`src/sv/csev_pkg.sv`:
```
// Shared constants, types and helper functions of the cubic spline evaluator.
`timescale 1ns / 1ps
`default_nettype none
package csev_pkg;

    localparam int MAX_KNOTS = 64;
    localparam int IDX_W     = $clog2(MAX_KNOTS);
    localparam int CNT_W     = 7;
    localparam int FRAC_BITS = 16;
    localparam int DATA_W    = 32;
    localparam int DIV_W     = DATA_W + FRAC_BITS;
    localparam int DIVCNT_W  = $clog2(DIV_W);
    localparam int MUL_W     = DATA_W + 1;
    localparam int PROD_W    = 2 * MUL_W;
    localparam int Q_W       = 2 * DATA_W - FRAC_BITS;
    localparam int ACC_W     = ((Q_W > DIV_W) ? Q_W : DIV_W) + 2;
    localparam int DIV6_SH   = 34;
    localparam int CORR_W    = 2 * DATA_W - DIV6_SH;
    localparam logic [MUL_W-1:0] RECIP6 = {1'b0, 32'hAAAA_AAAB};

    localparam int MUL_STEPS = 22;
    localparam int STEP_W    = $clog2(MUL_STEPS);

    localparam logic [1:0] ST_OK  = 2'd0;
    localparam logic [1:0] ST_FEW = 2'd1;
    localparam logic [1:0] ST_REP = 2'd2;
    localparam logic [1:0] ST_SAT = 2'd3;

    typedef enum logic [5:0] {
        OP_NOP, OP_LOAD, OP_INIT, OP_ERR_FEW, OP_BIS_RD, OP_BIS_CMP, OP_RD_LO,
        OP_RD_HI, OP_CAP_HI, OP_H, OP_ERR_REP, OP_DIVA_INIT, OP_DIVB_INIT,
        OP_DIV_STEP, OP_DIVA_END, OP_DIVB_END, OP_M_AA, OP_W_SQ, OP_M_SQA,
        OP_W_CA, OP_M_BB, OP_M_SQB, OP_W_CB, OP_M_CA, OP_W_P1, OP_M_CB, OP_W_T,
        OP_M_HH, OP_W_HH, OP_M_THH, OP_W_THH, OP_M_DIV6, OP_W_DIV6, OP_M_AY,
        OP_W_AY, OP_M_BY, OP_W_BY, OP_OUT
    } t_op;

    typedef struct packed {
        t_op  op;
        logic out_load;
    } t_cmd;

    typedef struct packed {
        logic too_few;
        logic bis_done;
        logic h_zero;
        logic div_last;
    } t_stat;

    // Fixed order of the multiply and write-back steps after both weights are known.
    function automatic t_op mul_seq_op(input logic [STEP_W-1:0] step);
        t_op op;
        unique case (step)
            5'd0:    op = OP_M_AA;
            5'd1:    op = OP_W_SQ;
            5'd2:    op = OP_M_SQA;
            5'd3:    op = OP_W_CA;
            5'd4:    op = OP_M_BB;
            5'd5:    op = OP_W_SQ;
            5'd6:    op = OP_M_SQB;
            5'd7:    op = OP_W_CB;
            5'd8:    op = OP_M_CA;
            5'd9:    op = OP_W_P1;
            5'd10:   op = OP_M_CB;
            5'd11:   op = OP_W_T;
            5'd12:   op = OP_M_HH;
            5'd13:   op = OP_W_HH;
            5'd14:   op = OP_M_THH;
            5'd15:   op = OP_W_THH;
            5'd16:   op = OP_M_DIV6;
            5'd17:   op = OP_W_DIV6;
            5'd18:   op = OP_M_AY;
            5'd19:   op = OP_W_AY;
            5'd20:   op = OP_M_BY;
            5'd21:   op = OP_W_BY;
            default: op = OP_NOP;
        endcase
        return op;
    endfunction

    // True when a wide value does not fit the signed data range.
    function automatic logic ovf(input logic [ACC_W-1:0] v);
        return !((&v[ACC_W-1:DATA_W-1]) || (~|v[ACC_W-1:DATA_W-1]));
    endfunction

    // Clamp a wide value to the signed data range.
    function automatic logic [DATA_W-1:0] sat(input logic [ACC_W-1:0] v);
        logic [DATA_W-1:0] r;
        if (ovf(v)) begin
            r = v[ACC_W-1] ? {1'b1, {(DATA_W-1){1'b0}}} : {1'b0, {(DATA_W-1){1'b1}}};
        end else begin
            r = v[DATA_W-1:0];
        end
        return r;
    endfunction

    function automatic logic [ACC_W-1:0] ext_d(input logic [DATA_W-1:0] v);
        return {{(ACC_W-DATA_W){v[DATA_W-1]}}, v};
    endfunction

endpackage
`default_nettype wire

```
`src/sv/csev_ctrl.sv`:
```
// Sequencing state machine of the spline evaluator.
`timescale 1ns / 1ps
`default_nettype none
module csev_ctrl
    import csev_pkg::*;
(
    input  wire logic i_clk,
    input  wire logic i_rst_n,
    input  wire logic i_valid,
    input  wire logic i_mode,
    output logic      o_ready,
    output logic      o_valid,
    input  wire logic i_ready,
    output t_cmd      o_cmd,
    input  wire t_stat i_stat
);

    typedef enum logic [14:0] {
        S_IDLE      = 15'b000000000000001,
        S_BIS_RD    = 15'b000000000000010,
        S_BIS_CMP   = 15'b000000000000100,
        S_RD_HI     = 15'b000000000001000,
        S_CAP_HI    = 15'b000000000010000,
        S_H_CHK     = 15'b000000000100000,
        S_DIVA_INIT = 15'b000000001000000,
        S_DIVA      = 15'b000000010000000,
        S_DIVA_END  = 15'b000000100000000,
        S_DIVB_INIT = 15'b000001000000000,
        S_DIVB      = 15'b000010000000000,
        S_DIVB_END  = 15'b000100000000000,
        S_MUL       = 15'b001000000000000,
        S_RESULT    = 15'b010000000000000,
        S_SPARE     = 15'b100000000000000
    } t_state;

    t_state            r_state, n_state;
    logic [STEP_W-1:0] r_step, n_step;
    logic              r_out_valid;

    assign o_ready = r_state == S_IDLE;
    assign o_valid = r_out_valid;

    always_comb begin
        n_state        = r_state;
        n_step         = r_step;
        o_cmd.op       = OP_NOP;
        o_cmd.out_load = 1'b0;
        unique case (r_state)
            S_IDLE: begin
                if (i_valid) begin
                    if (!i_mode) begin
                        o_cmd.op = OP_LOAD;
                    end else if (i_stat.too_few) begin
                        o_cmd.op = OP_ERR_FEW;
                        n_state  = S_RESULT;
                    end else begin
                        o_cmd.op = OP_INIT;
                        n_state  = S_BIS_RD;
                    end
                end
            end
            S_BIS_RD: begin
                if (i_stat.bis_done) begin
                    o_cmd.op = OP_RD_LO;
                    n_state  = S_RD_HI;
                end else begin
                    o_cmd.op = OP_BIS_RD;
                    n_state  = S_BIS_CMP;
                end
            end
            S_BIS_CMP: begin
                o_cmd.op = OP_BIS_CMP;
                n_state  = S_BIS_RD;
            end
            S_RD_HI: begin
                o_cmd.op = OP_RD_HI;
                n_state  = S_CAP_HI;
            end
            S_CAP_HI: begin
                o_cmd.op = OP_CAP_HI;
                n_state  = S_H_CHK;
            end
            S_H_CHK: begin
                if (i_stat.h_zero) begin
                    o_cmd.op = OP_ERR_REP;
                    n_state  = S_RESULT;
                end else begin
                    o_cmd.op = OP_H;
                    n_state  = S_DIVA_INIT;
                end
            end
            S_DIVA_INIT: begin
                o_cmd.op = OP_DIVA_INIT;
                n_state  = S_DIVA;
            end
            S_DIVA: begin
                o_cmd.op = OP_DIV_STEP;
                if (i_stat.div_last) begin
                    n_state = S_DIVA_END;
                end
            end
            S_DIVA_END: begin
                o_cmd.op = OP_DIVA_END;
                n_state  = S_DIVB_INIT;
            end
            S_DIVB_INIT: begin
                o_cmd.op = OP_DIVB_INIT;
                n_state  = S_DIVB;
            end
            S_DIVB: begin
                o_cmd.op = OP_DIV_STEP;
                if (i_stat.div_last) begin
                    n_state = S_DIVB_END;
                end
            end
            S_DIVB_END: begin
                o_cmd.op = OP_DIVB_END;
                n_step   = '0;
                n_state  = S_MUL;
            end
            S_MUL: begin
                o_cmd.op = mul_seq_op(r_step);
                n_step   = r_step + STEP_W'(1);
                if (r_step == STEP_W'(MUL_STEPS - 1)) begin
                    n_state = S_RESULT;
                end
            end
            S_RESULT: begin
                if (!r_out_valid || i_ready) begin
                    o_cmd.op       = OP_OUT;
                    o_cmd.out_load = 1'b1;
                    n_state        = S_IDLE;
                end
            end
            default: n_state = S_IDLE;
        endcase
    end

    always_ff @(posedge i_clk) begin
        if (!i_rst_n) begin
            r_state     <= S_IDLE;
            r_step      <= '0;
            r_out_valid <= 1'b0;
        end else begin
            r_state <= n_state;
            r_step  <= n_step;
            if (o_cmd.out_load) begin
                r_out_valid <= 1'b1;
            end else if (i_ready) begin
                r_out_valid <= 1'b0;
            end
        end
    end

`ifndef SYNTH
    a_load_free: assert property (@(posedge i_clk) disable iff (!i_rst_n)
        o_cmd.out_load |-> (!r_out_valid || i_ready))
        else $error("result register overwritten");
    a_load_shows: assert property (@(posedge i_clk) disable iff (!i_rst_n)
        o_cmd.out_load |=> r_out_valid)
        else $error("loaded result not shown");
    a_mul_end: assert property (@(posedge i_clk) disable iff (!i_rst_n)
        (r_state == S_MUL) |-> (r_step < STEP_W'(MUL_STEPS)))
        else $error("multiply sequence overran");
`endif

endmodule
`default_nettype wire

```
`config.mk`:
```
export PLATFORM = sky130hd
export DESIGN_NAME = csev_ctrl
export DESIGN_NICKNAME = d
export VERILOG_FILES = /design/src/sv/csev_pkg.sv /design/src/sv/csev_ctrl.sv
export SDC_FILE = /design/constraint.sdc
export NUM_CORES = 1
export LEC_CHECK = 0
export BUFFER_PORTS_ARGS = -buffer_cell sky130_fd_sc_hd__buf_2
export CORE_MARGIN = 4
export CORE_UTILIZATION = 64
export DETAILED_ROUTE_END_ITERATION = 16
export GPL_TIMING_DRIVEN = 0
export PLACE_DENSITY = 0.94
export SYNTH_ARGS = -nofsm -noshare
export SYNTH_HDL_FRONTEND = slang
export SYNTH_SLANG_ARGS = --single-unit
```
`constraint.sdc`:
```
create_clock -name i_clk -period 7.2 [get_ports i_clk]
set_input_delay 0.36 -clock i_clk [delete_from_list [all_inputs] [get_ports i_clk]]
set_output_delay 0.36 -clock i_clk [all_outputs]
set_load 0.01 [all_outputs]
```
==> results by group <==
Power and ir drop
  • VDD IR max: 0.000158 V
  • Power per standard cell area: 160 mW/mm^2
  • Psw: 103 uW
  • P_int: 232 uW
  • Sequential Power Share: 0.449
  • Switching share of power: 0.306
  • Leakage: 0.850 nW
  • Combinational Power Share: 0.242
  • Clk pwr share: 0.309

STA
  • Tmin final: 3.44 ns
  • Max transition margin: 0.406
  • Clk_skew: 0.0134 ns
  • F_max: slightly below 300 MHz
  • Worst Tran Pin Value: 0.883 ns
  • Period utilization: 0.477
  • RSZ-0062 raised after global routing: false
  • Hold Fails Final Rpt: 0
  • Setup violations, final: 0
  • Max Slew Vio Count: 0
  • Total negative slack: 0 ns
  • Minimum hold slack: about 0.22 ns

Drt
  • Antenna Nets Post-Route: 0
  • Initial DRC Count: 222
  • Via density per instance: 6.84
  • Vias: 1948
  • Drt total wl: around 5000 um
  • Routed WL per cell: 17.5 um
  • Drt pass-1 iters: 5
  • Remaining DRCs: 0

Critical path
  • CP startpoint kind: register
  • CP Data Arrival Time: roughly 3.7 ns
  • Critical Path End Type: register
  • Critical path class: reg2reg
  • Max FO, Critical Path: 10
  • CP required: ~7.4 ns

Synth
  • Syn Nets: 248
  • Fraction of registers with async set/reset: 0
  • Seq/Total Area, Yosys: 0.272
  • #FFs+latches synth: 26
  • Warnings from Yosys: 0
  • Post-synth design cell area: 0.00191 mm^2
  • Post-synth EDFFs: 0
  • Distinct cells, synth: 68
  • Post-Synthesis Cells: between 200 and 250
  • Post-synth top flop: dfxtp_1
  • Synth Area per Inst: just over 8 um^2

Finish
  • Seq. cell area: 520 um^2
  • Core Util, Final: 0.744
  • # nets final: 270
  • Fill cells: 215
  • Area occupied by multi-input gates: 0.00130 mm^2
  • Layout area overhead: 9.23%
  • N_diodes: 0
  • Share of cells above drive strength 1: 0.169

CTS
  • Longest Clk Path Bufs: 2
  • CTS clk-pin slew, worst paths: 0.16 ns
  • CTS tree: done
  • CTS hold repair buffers: 0
  • TritonCTS Buffers: 3
  • CTS root buf: clkbuf_4
  • PostCTS Resize Cnt: 0
  • Post-CTS Setup Bufs: 0
  • CTS H-tree lvls: 1
  • CTS sink count: 26
  • Clk_lat worst skew: 0.34 ns

Place
  • Dpl hpwl: 3680 um
  • # port buffers: 17
  • GP Congestion: 1.02

Global routing
  • Global-route wire length before repair: ~8600 um
  • Initial antenna violation count: 0
  • Largest net degree at the start of global routing: 16
  • Gr usage total: 0.270
  • Final global-route overflow total: 0
  • Vias in the first global route: roughly 1800

Floorplanning
  • Die area: 0.00392 mm^2
  • Core Rows: 19
  • Core area: roughly 0.0028 mm^2
  • Initial core utilization: 0.681
  • Die Wd: 62.6 um
  • Die boundary height: roughly 63 um
  • I/O pins: 18

Min path
  • Hold Crit Class: in2reg

Status
  • Status: finished clean

Flow run
  • Max-cap violations: 0
-- path summary, 6_finish.rpt --
check / start / endpoint / slack [ns] / cells after the start
worst max-delay path: r_state[4]$_SDFFE_PN0P_ / register / 3.76 / 13
worst min-delay path: i_stat[2] / r_state[2]$_SDFFE_PN0P_ / 0.22 / 2
worst max register to register: r_state[4]$_SDFFE_PN0P_ / register / 3.76 / 13
worst min register to register: r_state[5]$_SDFFE_PN0P_ / r_state[5]$_SDFFE_PN0P_ / 0.59 / 1
-- cell usage in the layout, fill, tap and decap left out, drive strengths merged, types with 3 or more instances in the layout --
cell / instances
o21a: 3
dfxtp: 26
nand4: 5
nor3: 10
mux2i: 3
nor4b: 4
a21oi: 10
or4: 6
nand3: 8
nor4: 10
nand4b: 3
nor3b: 6
ha: 6
a21o: 3
and2: 6
o21ai: 10
xnor2: 5
nor2: 16
xor2: 4
buf: 23
or3b: 3
clkbuf: 12
or3: 4
a32oi: 3
inv: 4
nand2: 19
nand2b: 8
-- cell type report --
type | count | share of cell area
Buffer | 15 | 0.0342
Clock buffer | 3 | 0.0108
Clock inverter | 1 | 0.0144
Inverter | 5 | 0.00899
Multi-Input combinational cell | 187 | 0.623
Sequential cell | 26 | 0.249
Tap cell | 31 | 0.0186
Timing Repair Buffer | 17 | 0.0408
-- power groups by stage --
stage | logic [mW] | registers, mW | clock network, mW
final | 0.0809 | 0.150 | 0.104
after global routing | 0.0867 | 0.151 | 0.115
after CTS | 0.0782 | 0.150 | 0.105
after detailed placement | 0.0767 | 0.153 | 0
after global placement | 0.0751 | 0.153 | 0
after floorplan | 0.0547 | 0.152 | 0
-- per-layer routing --
metal | part of all wire | global-route usage
met1 | 0.44 | 0.390
met2 | 0.43 | 0.403
met3 | 0.10 | 0.0378
met5 | 0 | 0
met4 | 0.030 | 0.102
-- worst max-delay path, stage by stage (launching register included) --
cell     delay (ns)
dfxtp_1        0.33
buf_6          0.13
or4_4          0.61
nor4_4         0.36
buf_4          0.25
mux2i_1        0.15
nor2_1         0.26
inv_1          0.10
ha_1           0.36
mux2_2         0.28
o21ai_0        0.13
o21ai_0        0.13
o22ai_1        0.15
o32ai_1        0.10
-- synthesized netlist by cell type, types with 4 or more instances --
| cell | count | area share |
|---|---|---|
| nand3_1 | 7 | 0.018 |
| and2_1 | 6 | 0.020 |
| dfxtp_1 | 26 | 0.27 |
| o21ai_0 | 8 | 0.021 |
| nand4_1 | 5 | 0.016 |
| xnor2_1 | 5 | 0.023 |
| ha_1 | 6 | 0.039 |
| xor2_1 | 4 | 0.018 |
| nor2_1 | 16 | 0.031 |
| inv_1 | 4 | 0.0079 |
| clkbuf_1 | 9 | 0.018 |
| or3_1 | 4 | 0.013 |
| nand2b_1 | 7 | 0.023 |
| a21oi_1 | 9 | 0.024 |
| nor3b_1 | 6 | 0.024 |
| nor4b_1 | 4 | 0.018 |
| nand2_1 | 19 | 0.037 |
| nor4_1 | 7 | 0.023 |
| nor3_1 | 10 | 0.026 |
-- logic make-up after synthesis --
logic type / synth area share
AO/OA/AOI/OAI: 0.191
XOR/XNOR: 0.0413
adder cells (fa/ha/maj): 0.0393
buffers and inverters: 0.0471
flip-flops: 0.272
multiplexers: 0.0216
AND/OR/NAND/NOR: 0.388
-- metrics by stage --
step | cell area [um^2] | worst slack (ns) | total power [mW] | instances
finish | 2090 | 3.76 | 0.335 | 285
global placement | 2030 | 3.85 | 0.228 | 281
global route | 2090 | 3.55 | 0.352 | 285
CTS | 2090 | 3.81 | 0.333 | 285
floorplan | 1910 | 4.22 | 0.207 | 233
detailed placement | 2030 | 3.83 | 0.230 | 281
(Power assumes the default switching activity.)
